===== src/hw/rtl/crsfr_pkg.sv =====
// Shared types, constants and CRC helper for the frame receiver.
`timescale 1ns / 1ps
package crsfr_pkg;

  localparam int MaxPacketDef = 64;
  localparam logic [7:0] CRC_POLY = 8'hD5;
  localparam logic [7:0] MIN_LEN = 8'd3;

  typedef enum logic [2:0] {
    EV_PASS      = 3'd0,
    EV_DISCARD   = 3'd1,
    EV_GOOD      = 3'd2,
    EV_LINK_UP   = 3'd3,
    EV_LINK_DOWN = 3'd4
  } event_t;

  typedef enum logic [2:0] {
    REG_PASSTHROUGH = 3'd0,
    REG_PKT_TIMEOUT = 3'd1,
    REG_LINK_DOWN   = 3'd2,
    REG_ACCEPT_ADDR = 3'd3,
    REG_CHAN_TYPE   = 3'd4
  } reg_idx_t;

  typedef enum logic {
    OP_BYTE = 1'b0,
    OP_TICK = 1'b1
  } opcode_t;

  typedef struct packed {
    event_t     event_res;
    logic [7:0] byte_value;
    logic [7:0] frame_address;
    logic [7:0] frame_type;
    logic [5:0] frame_length;
    logic       last;
  } res_t;

  typedef struct packed {
    logic       shift;
    logic       wr;
    logic [7:0] wr_data;
  } cell_ctl_t;

  function automatic logic [7:0] crc8_step(input logic [7:0] c, input logic [7:0] b);
    logic [7:0] v;
    v = c ^ b;
    for (int k = 0; k < 8; k++) begin
      v = v[7] ? ((v << 1) ^ CRC_POLY) : (v << 1);
    end
    return v;
  endfunction

endpackage


===== src/hw/rtl/crsfr_if.sv =====
// Item channel interfaces for the frame receiver.
`timescale 1ns / 1ps
interface crsfr_in_if;
  logic       valid;
  logic       ready;
  logic       opcode;
  logic [7:0] rx_byte;
  modport source (output valid, output opcode, output rx_byte, input ready);
  modport sink (input valid, input opcode, input rx_byte, output ready);
endinterface

interface crsfr_out_if;
  logic       valid;
  logic       ready;
  logic [2:0] event_res;
  logic [7:0] byte_value;
  logic [7:0] frame_address;
  logic [7:0] frame_type;
  logic [5:0] frame_length;
  logic       last;
  modport source (output valid, output event_res, output byte_value, output frame_address,
                  output frame_type, output frame_length, output last, input ready);
  modport sink (input valid, input event_res, input byte_value, input frame_address,
                input frame_type, input frame_length, input last, output ready);
endinterface


===== src/hw/rtl/crsfr_cell.sv =====
// One byte cell of the frame buffer chain.
`timescale 1ns / 1ps
module crsfr_cell (
  input  logic                  clk,
  input  crsfr_pkg::cell_ctl_t  ctl,
  input  logic                  sel,
  input  logic [7:0]            nbr,
  output logic [7:0]            q
);
  import crsfr_pkg::*;

  logic [7:0] data_r;

  always_ff @(posedge clk) begin
    if (ctl.wr && sel) begin
      data_r <= ctl.wr_data;
    end else if (ctl.shift) begin
      data_r <= nbr;
    end
  end

  assign q = data_r;

endmodule


===== src/hw/rtl/crsf_frame_receiver_unit.sv =====
// Top level: frame receiver with a rotating chain of byte cells.
// A byte passes S_IDLE, S_PARSE and S_FINISH (S_IDLE and S_FINISH in passthrough); a
// complete frame adds S_CRC and S_VERDICT, and S_GOOD when accepted; a resync drop stays in S_PARSE.
// A tick passes S_IDLE, then S_FLUSH when the buffer times out, then S_LINK and S_FINISH.
// One item is in work at a time, and output stalls hold it. Results leave through a
// one-deep hold plus an output register. Sync active-low reset clears state, config to defaults.
`timescale 1ns / 1ps
module crsf_frame_receiver_unit #(
  parameter int MAX_PACKET = crsfr_pkg::MaxPacketDef
) (
  input  logic              clk,
  input  logic              rst_n,
  crsfr_in_if.sink          in_ch,
  crsfr_out_if.source       out_ch,
  input  logic              cfg_we,
  input  logic [2:0]        cfg_index,
  input  logic [15:0]       cfg_wdata
);
  import crsfr_pkg::*;

  localparam int FW = $clog2(MAX_PACKET + 1);
  localparam int IW = $clog2(MAX_PACKET);
  localparam logic [8:0] MAX_LEN = 9'(MAX_PACKET - 2);
  localparam logic [FW-1:0] FULL = FW'(MAX_PACKET);

  typedef enum logic [2:0] {
    S_IDLE, S_PARSE, S_CRC, S_VERDICT, S_GOOD, S_FLUSH, S_LINK, S_FINISH
  } state_t;

  state_t          state_r;
  logic [FW-1:0]   fill_r;
  logic [15:0]     idle_r;
  logic            link_r;
  logic            pass_r;
  logic [15:0]     pto_r;
  logic [15:0]     ldt_r;
  logic [7:0]      acc_r;
  logic [7:0]      chan_r;
  logic [7:0]      len_r;
  logic [7:0]      addr_r;
  logic [7:0]      typ_r;
  logic [7:0]      crc_r;
  logic            crc_ok_r;
  logic [FW-1:0]   k_r;
  res_t            out_r;
  logic            out_valid_r;
  res_t            pend_r;
  logic            pend_v_r;

  logic [7:0]      q [MAX_PACKET];
  cell_ctl_t       ctl;
  logic [15:0]     idle_nxt;
  logic            slot_ok;
  logic            in_acc;
  logic [7:0]      len_now;
  logic            len_bad;
  logic            frame_full;
  logic [8:0]      len_p2;
  logic [8:0]      k_ext;
  logic [8:0]      len_ext;
  logic            out_load;

  genvar gi;
  generate
    for (gi = 0; gi < MAX_PACKET; gi++) begin : g_cell
      localparam int NB = (gi + 1) % MAX_PACKET;
      crsfr_cell u_cell (
        .clk (clk),
        .ctl (ctl),
        .sel (fill_r[IW-1:0] == IW'(gi)),
        .nbr (q[NB]),
        .q   (q[gi])
      );
    end
  endgenerate

  assign slot_ok    = !out_valid_r || out_ch.ready;
  assign in_acc     = in_ch.valid && in_ch.ready;
  assign in_ch.ready = (state_r == S_IDLE);
  assign idle_nxt   = (idle_r == 16'hFFFF) ? idle_r : idle_r + 16'd1;
  assign len_now    = q[1];
  assign len_bad    = (len_now < MIN_LEN) || ({1'b0, len_now} > MAX_LEN);
  assign len_p2     = {1'b0, len_now} + 9'd2;
  assign frame_full = (9'(fill_r) >= len_p2);
  assign k_ext      = 9'(k_r);
  assign len_ext    = {1'b0, len_r};

  always_comb begin
    ctl = '0;
    ctl.wr_data = in_ch.rx_byte;
    unique case (state_r)
      S_IDLE:  ctl.wr = in_acc && (in_ch.opcode == OP_BYTE) && !pass_r;
      S_PARSE: ctl.shift = (fill_r > FW'(1)) && len_bad && slot_ok;
      S_CRC:   ctl.shift = 1'b1;
      S_FLUSH: ctl.shift = (fill_r > FW'(1)) && slot_ok;
      default: ctl = '0;
    endcase
  end

  // held item moves to the output register
  always_comb begin
    out_load = 1'b0;
    unique case (state_r)
      S_PARSE:   out_load = (fill_r > FW'(1)) && len_bad;
      S_VERDICT: out_load = crc_ok_r && (addr_r == acc_r) && (typ_r == chan_r) && !link_r;
      S_GOOD:    out_load = 1'b1;
      S_FLUSH:   out_load = (fill_r > FW'(1));
      S_LINK:    out_load = link_r && (idle_r > ldt_r);
      S_FINISH:  out_load = 1'b1;
      default:   out_load = 1'b0;
    endcase
    out_load = out_load && slot_ok && pend_v_r;
  end

  always_ff @(posedge clk) begin
    if (!rst_n) begin
      state_r     <= S_IDLE;
      fill_r      <= '0;
      idle_r      <= '0;
      link_r      <= 1'b0;
      pass_r      <= 1'b0;
      pto_r       <= 16'd100;
      ldt_r       <= 16'd300;
      acc_r       <= 8'd200;
      chan_r      <= 8'd22;
      out_valid_r <= 1'b0;
      pend_v_r    <= 1'b0;
    end else begin
      if (out_load) begin
        out_r       <= '{pend_r.event_res, pend_r.byte_value, pend_r.frame_address,
                         pend_r.frame_type, pend_r.frame_length, (state_r == S_FINISH)};
        out_valid_r <= 1'b1;
      end else if (out_ch.ready) begin
        out_valid_r <= 1'b0;
      end

      if (cfg_we) begin
        case (cfg_index)
          REG_PASSTHROUGH: pass_r <= cfg_wdata[0];
          REG_PKT_TIMEOUT: pto_r  <= cfg_wdata;
          REG_LINK_DOWN:   ldt_r  <= cfg_wdata;
          REG_ACCEPT_ADDR: acc_r  <= cfg_wdata[7:0];
          REG_CHAN_TYPE:   chan_r <= cfg_wdata[7:0];
          default: ;
        endcase
      end

      unique case (state_r)
        S_IDLE: begin
          if (in_acc) begin
            if (in_ch.opcode == OP_BYTE) begin
              idle_r <= '0;
              if (pass_r) begin
                pend_r   <= '{EV_PASS, in_ch.rx_byte, 8'd0, 8'd0, 6'd0, 1'b0};
                pend_v_r <= 1'b1;
                state_r  <= S_FINISH;
              end else begin
                fill_r  <= fill_r + FW'(1);
                state_r <= S_PARSE;
              end
            end else begin
              idle_r  <= idle_nxt;
              state_r <= ((fill_r != '0) && (idle_nxt > pto_r)) ? S_FLUSH : S_LINK;
            end
          end
        end
        S_PARSE: begin
          if (fill_r <= FW'(1)) begin
            state_r <= S_FINISH;
          end else if (len_bad) begin
            if (slot_ok) begin
              pend_r   <= '{EV_DISCARD, q[0], 8'd0, 8'd0, 6'd0, 1'b0};
              pend_v_r <= 1'b1;
              fill_r   <= fill_r - FW'(1);
            end
          end else if (frame_full) begin
            len_r   <= len_now;
            addr_r  <= q[0];
            typ_r   <= q[2];
            crc_r   <= '0;
            k_r     <= '0;
            state_r <= S_CRC;
          end else begin
            if (fill_r >= FULL) fill_r <= '0;
            state_r <= S_FINISH;
          end
        end
        S_CRC: begin
          k_r <= k_r + FW'(1);
          if (k_ext >= 9'd2 && k_ext <= len_ext) crc_r <= crc8_step(crc_r, q[0]);
          if (k_ext == len_ext + 9'd1) begin
            crc_ok_r <= (crc_r == q[0]);
            fill_r   <= fill_r - FW'(len_ext + 9'd2);
            state_r  <= S_VERDICT;
          end
        end
        S_VERDICT: begin
          if (!crc_ok_r || addr_r != acc_r) begin
            state_r <= S_PARSE;
          end else if (typ_r == chan_r && !link_r) begin
            if (slot_ok) begin
              pend_r   <= '{EV_LINK_UP, 8'd0, addr_r, typ_r, len_r[5:0], 1'b0};
              pend_v_r <= 1'b1;
              state_r  <= S_GOOD;
            end
          end else begin
            state_r <= S_GOOD;
          end
        end
        S_GOOD: begin
          if (slot_ok) begin
            pend_r   <= '{EV_GOOD, 8'd0, addr_r, typ_r, len_r[5:0], 1'b0};
            pend_v_r <= 1'b1;
            if (typ_r == chan_r) link_r <= 1'b1;
            state_r  <= S_PARSE;
          end
        end
        S_FLUSH: begin
          if (fill_r <= FW'(1)) begin
            fill_r  <= '0;
            state_r <= S_LINK;
          end else if (slot_ok) begin
            pend_r   <= '{EV_DISCARD, q[0], 8'd0, 8'd0, 6'd0, 1'b0};
            pend_v_r <= 1'b1;
            fill_r   <= fill_r - FW'(1);
          end
        end
        S_LINK: begin
          if (link_r && idle_r > ldt_r) begin
            if (slot_ok) begin
              pend_r   <= '{EV_LINK_DOWN, 8'd0, 8'd0, 8'd0, 6'd0, 1'b0};
              pend_v_r <= 1'b1;
              link_r   <= 1'b0;
              state_r  <= S_FINISH;
            end
          end else begin
            state_r <= S_FINISH;
          end
        end
        S_FINISH: begin
          if (!pend_v_r) begin
            state_r <= S_IDLE;
          end else if (slot_ok) begin
            pend_v_r <= 1'b0;
            state_r  <= S_IDLE;
          end
        end
        default: state_r <= S_IDLE;
      endcase
    end
  end

  assign out_ch.valid         = out_valid_r;
  assign out_ch.event_res     = out_r.event_res;
  assign out_ch.byte_value    = out_r.byte_value;
  assign out_ch.frame_address = out_r.frame_address;
  assign out_ch.frame_type    = out_r.frame_type;
  assign out_ch.frame_length  = out_r.frame_length;
  assign out_ch.last          = out_r.last;

endmodule


===== src/flat_wrapper.sv =====
// flat-port wrapper written by rule: the top's interface ports become plain ports
module crsf_frame_receiver_unit_flat import crsfr_pkg::*;
#(
  parameter int MAX_PACKET = crsfr_pkg::MaxPacketDef
)
  (clk, rst_n, cfg_we, cfg_index, cfg_wdata, in_ch_valid, in_ch_opcode, in_ch_rx_byte, in_ch_ready, out_ch_valid, out_ch_event_res, out_ch_byte_value, out_ch_frame_address, out_ch_frame_type, out_ch_frame_length, out_ch_last, out_ch_ready);
  crsfr_in_if in_ch_i ();
  crsfr_out_if out_ch_i ();
  input  logic clk;
  input  logic rst_n;
  input  logic cfg_we;
  input  logic [2:0] cfg_index;
  input  logic [15:0] cfg_wdata;
  input wire logic [$bits(in_ch_i.valid)-1:0] in_ch_valid;
  input wire logic [$bits(in_ch_i.opcode)-1:0] in_ch_opcode;
  input wire logic [$bits(in_ch_i.rx_byte)-1:0] in_ch_rx_byte;
  output wire logic [$bits(in_ch_i.ready)-1:0] in_ch_ready;
  output wire logic [$bits(out_ch_i.valid)-1:0] out_ch_valid;
  output wire logic [$bits(out_ch_i.event_res)-1:0] out_ch_event_res;
  output wire logic [$bits(out_ch_i.byte_value)-1:0] out_ch_byte_value;
  output wire logic [$bits(out_ch_i.frame_address)-1:0] out_ch_frame_address;
  output wire logic [$bits(out_ch_i.frame_type)-1:0] out_ch_frame_type;
  output wire logic [$bits(out_ch_i.frame_length)-1:0] out_ch_frame_length;
  output wire logic [$bits(out_ch_i.last)-1:0] out_ch_last;
  input wire logic [$bits(out_ch_i.ready)-1:0] out_ch_ready;
  assign in_ch_i.valid = in_ch_valid;
  assign in_ch_i.opcode = in_ch_opcode;
  assign in_ch_i.rx_byte = in_ch_rx_byte;
  assign in_ch_ready = in_ch_i.ready;
  assign out_ch_valid = out_ch_i.valid;
  assign out_ch_event_res = out_ch_i.event_res;
  assign out_ch_byte_value = out_ch_i.byte_value;
  assign out_ch_frame_address = out_ch_i.frame_address;
  assign out_ch_frame_type = out_ch_i.frame_type;
  assign out_ch_frame_length = out_ch_i.frame_length;
  assign out_ch_last = out_ch_i.last;
  assign out_ch_i.ready = out_ch_ready;
  crsf_frame_receiver_unit #(.MAX_PACKET(MAX_PACKET)) u_core (.clk(clk), .rst_n(rst_n), .in_ch(in_ch_i), .out_ch(out_ch_i), .cfg_we(cfg_we), .cfg_index(cfg_index), .cfg_wdata(cfg_wdata));
endmodule

===== config.mk =====
export PLATFORM = sky130hd
export DESIGN_NAME = crsf_frame_receiver_unit_flat
export DESIGN_NICKNAME = d
export VERILOG_FILES = /design/src/hw/rtl/crsfr_pkg.sv /design/src/hw/rtl/crsfr_if.sv /design/src/hw/rtl/crsfr_cell.sv /design/src/hw/rtl/crsf_frame_receiver_unit.sv /design/src/flat_wrapper.sv
export SDC_FILE = /design/constraint.sdc
export NUM_CORES = 1
export LEC_CHECK = 0
export BUFFER_PORTS_ARGS = -buffer_cell sky130_fd_sc_hd__clkbuf_2
export CAP_MARGIN = 0
export CORE_ASPECT_RATIO = 0.75
export CORE_MARGIN = 2
export CORE_UTILIZATION = 60
export CTS_CLUSTER_SIZE = 10
export DETAILED_ROUTE_END_ITERATION = 12
export PLACE_DENSITY = 0.86
export SYNTH_ARGS = -nofsm -noshare
export SYNTH_HDL_FRONTEND = slang
export SYNTH_SLANG_ARGS = --single-unit

===== constraint.sdc =====
create_clock -name clk -period 10 [get_ports clk]
set_input_delay 0.5 -clock clk [delete_from_list [all_inputs] [get_ports clk]]
set_output_delay 0.5 -clock clk [all_outputs]
set_load 0.005 [all_outputs]

==> metrics.txt <==
status completed; largest net degree at the start of global routing between 60 and 70; Area growth, synth to finish 9.04%; main combinational cell family by area after synthesis multiplexers; Worst Path Required between 10,000 and 15,000 ps; critical path data arrival time 4420 ps; pwr dens approximately 310 mW/mm^2; Syn Std Cell Area around 0.032 sq mm; initial antenna violation count 2; min Tclk post-route approximately 4200 ps; die area 0.0558 sq mm; Final Cycle Share between 40% and 50%; DRT Wirelength between 70 and 80 mm; max capacitance violation total 0; grt total ovfl 0; violation count after the first detailed-routing iteration around 2.2k; initial core utilization approximately three fifths; # fillers ~3.5k; final worst setup slack 5810 ps; Routed WL per cell roughly 24 microns; Leak about 12 nW; CTS clk-pin slew, worst paths 70 ps; number of synthesized flops with an enable pin 619; Clock Path Buffers 3; via/cell ratio ~6.3; core footprint between 0.05 and 0.06 sq mm; R2R setup slack roughly 5800 ps; clock skew 24.7 ps; RR Endpoint u_core.crc_r[2]; sequential element share of the synthesized area between 60% and 70%; Final nets ~2.4k; clock sinks about 700; GRT Total Usage 26.6%; hold_buf cts 0; Syn Nets around 2.4k; DRC viols 0; Synth Area in Adders 2.69%; CP Class reg2reg; share of flip-flops with an asynchronous set or reset 0%; Max FO, Critical Path 8; Cell Rows 73; Reg2Reg Depth 11; Slew Viols, Final 0; share of cells above drive strength 1 about a third; FF+latch count, synth between 600 and 700; final hold violation count 0; worst-margin pin slew around 1300 ps; Gate Count Post-Synth about 2.3k; global-route wire length before repair approximately 110 mm; vias in the first global route just under 20k; Setup Slack @ Placement 5870 ps; area share of and/or/nand/nor cells after synthesis 7.89%; clk root buf clkbuf_16; Compound-Gate Fraction of Synth Area between 4 and 5%; reg2reg start u_core.g_cell[1].u_cell.q[1]; Die W approximately 270 microns; VDD IR max approximately 0.19 mV; CTS tree built; IO Pins a little under 70; IO buf count ~70; worst min path class in2reg; hpwl dp between 40 and 50 mm; count of cells resized by post-cts repair 0; Distinct cells, synth 68; DR pass1 iterations 5; # setup viols final 0; Worst Setup EP u_core.crc_r[2]; worst-skew pair later-pin latency roughly 640 ps; Max Clock Freq ~0.24 GHz; launch point of the critical path u_core.g_cell[1].u_cell.q[1]; Yosys warnings 0; RSZ-0062 raised after global routing no; H-tree level count 3; mux contribution to synthesized area 17.9%; dpl cells slightly below 3k; Final TNS setup 0 ps; Antenna Violating Nets Remaining 0; type of origin of the critical path flop; Die Height between 200 and 250 microns; Primary FF master, synth edfxtp_1; Finished Layout Cells between 3k and 4k; syn avg cell area 14.1 sq um; area share of xor/xnor cells in the synthesized design 2.19%; gp weighted congestion ~0.93; Crit. End Element flop; TritonCTS buffer count 80; routed vias 19.4k; post-CTS setup buffer count 0; Max-slew headroom 14.6%
-- routing by layer --
layer  GRT usage [%]  vias up  wire length (microns)
met5               0        -                      9
met4            8.93        2                   2200
met3            6.52      157                   6810
met2            41.3      961                  33700
met1            36.9     9691                  31000
li1                -     8539                      -
-- final cells by class --
cell class | count | area, sq um | area share [%]
sequential | 697 | 20100 | 57.2
multi-input combinational | 1391 | 11300 | 32.2
clock buffer | 102 | 2120 | 6.00
tap | 712 | 891 | 2.53
timing repair buffer | 78 | 415 | 1.18
inverter | 62 | 233 | 0.660
clock inverter | 7 | 100 | 0.284
antenna | 1 | 2.50 | 0.00710
-- registers in the layout, indices dropped and copies added (netlist names), 6 cells and up --
name                         count
u_core.acc_r                     8
u_core.addr_r                    8
u_core.chan_r                    8
u_core.crc_r                     8
u_core.fill_r                    7
u_core.g_cell.u_cell.q         512
u_core.idle_r                   16
u_core.k_r                       7
u_core.ldt_r                    16
u_core.len_r                     8
u_core.out_ch.byte_value         8
u_core.out_ch.frame_address      8
u_core.out_ch.frame_length       6
u_core.out_ch.frame_type         8
u_core.pend_r                   33
u_core.pto_r                    16
u_core.typ_r                     8
-- worst max-delay path, cell delays in order, from the launching register on --
cell,delay [ps]
edfxtp_1,480
ha_1,230
nand3_1,110
xor2_1,170
ha_1,320
and3_1,190
a221o_1,160
a31oi_1,50
nor3_1,330
nand2b_1,140
a21oi_1,610
a21boi_0,980
-- stage by stage --
step | hold slack (ps) | utilization [%] | instance area [sq um] | total power, W
CTS | 75.9 | 66.4 | 35200 | 0.0111
detailed placement | 405 | 62.2 | 33000 | 0.00840
finish | 98.5 | 66.4 | 35200 | 0.0111
floorplan | 400 | - | 32300 | 0.00747
global placement | 402 | 62.2 | 33000 | 0.00824
global route | 110 | 66.4 | 35200 | 0.0115
-- how the worst min path moves through the flow --
stage,startpoint,to,slack (ps),cells past startpoint
floorplan,u_core.pend_r[23],u_core.out_ch.byte_value[0],400,0
global placement,u_core.pend_r[16],u_core.out_ch.frame_address[1],400,0
detailed placement,u_core.pend_r[20],u_core.out_ch.frame_address[5],400,0
CTS,cfg_wdata[15],u_core.ldt_r[15],80,3
global route,cfg_wdata[12],u_core.pto_r[12],110,3
finish,cfg_wdata[15],u_core.ldt_r[15],100,3
-- layout by cell type (no fill, tap or decap), types with 18 or more instances in the layout --
cell type  instances
inv_1             61
ha_1              68
o21ai_0           32
edfxtp_1         619
clkbuf_16         81
mux2_2           507
clkbuf_2          68
and2_1            39
xnor2_1           62
a22o_1            22
nand2_1          212
nand3_1           53
nand2b_1          21
and3_1            28
clkbuf_1          20
a21oi_1           76
dfxtp_1           78
nor2_1            51
nand2_2           28
nand4_1           18
-- cells by family (layout without fill, tap and decap cells) --
kind of cell,count (synthesis),in the layout
flip-flops,697,697
multiplexers,515,515
AND/OR/NAND/NOR,515,515
AO/OA/AOI/OAI,213,213
buffers and inverters,207,249
XOR/XNOR,79,79
adder cells (fa/ha/maj),69,69
other,0,1
-- power by group --
group	switching [W]	internal, W	leakage (nW)
Combinational	0.00182	0.00116	4.97
Sequential	0.000512	0.00498	6.37
Clock	0.00112	0.00147	1.07
Total	0.00345	0.00761	12.4
-- synth_stat cells, types with 3 or more instances --
cell type	count	area, sq um
and4_1	4	35.0
edfxtp_1	619	18600
buf_4	14	105
a22o_1	22	193
clkbuf_1	103	387
nor3_1	17	85.1
o31ai_1	5	37.5
nand2_2	28	175
o211ai_1	13	97.6
nor4b_1	3	26.3
buf_2	18	90.1
nand3b_1	3	22.5
a22oi_1	3	22.5
mux2_2	507	5710
nor3_4	3	48.8
a21o_1	9	67.6
a211oi_1	4	30.0
a31oi_1	9	56.3
and2_1	47	294
a31o_2	4	35.0
and3_1	28	175
inv_1	61	229
nor4_1	4	25.0
o32ai_1	3	26.3
nand4_1	18	113
xor2_1	15	131
buf_1	8	30.0
a311oi_1	6	52.6
a21oi_1	76	380
a31o_1	3	26.3
xnor2_1	62	543
nand2_1	212	796
o21a_1	5	37.5
o21bai_1	4	30.0
nand2b_1	21	131
mux2_1	6	67.6
dfxtp_1	78	1560
ha_1	68	851
nor2b_1	6	37.5
nand3_1	53	265
nor2_1	52	195
o21ai_0	33	165
or2_2	3	18.8
Note: power is estimated with default switching activity, not from simulation.
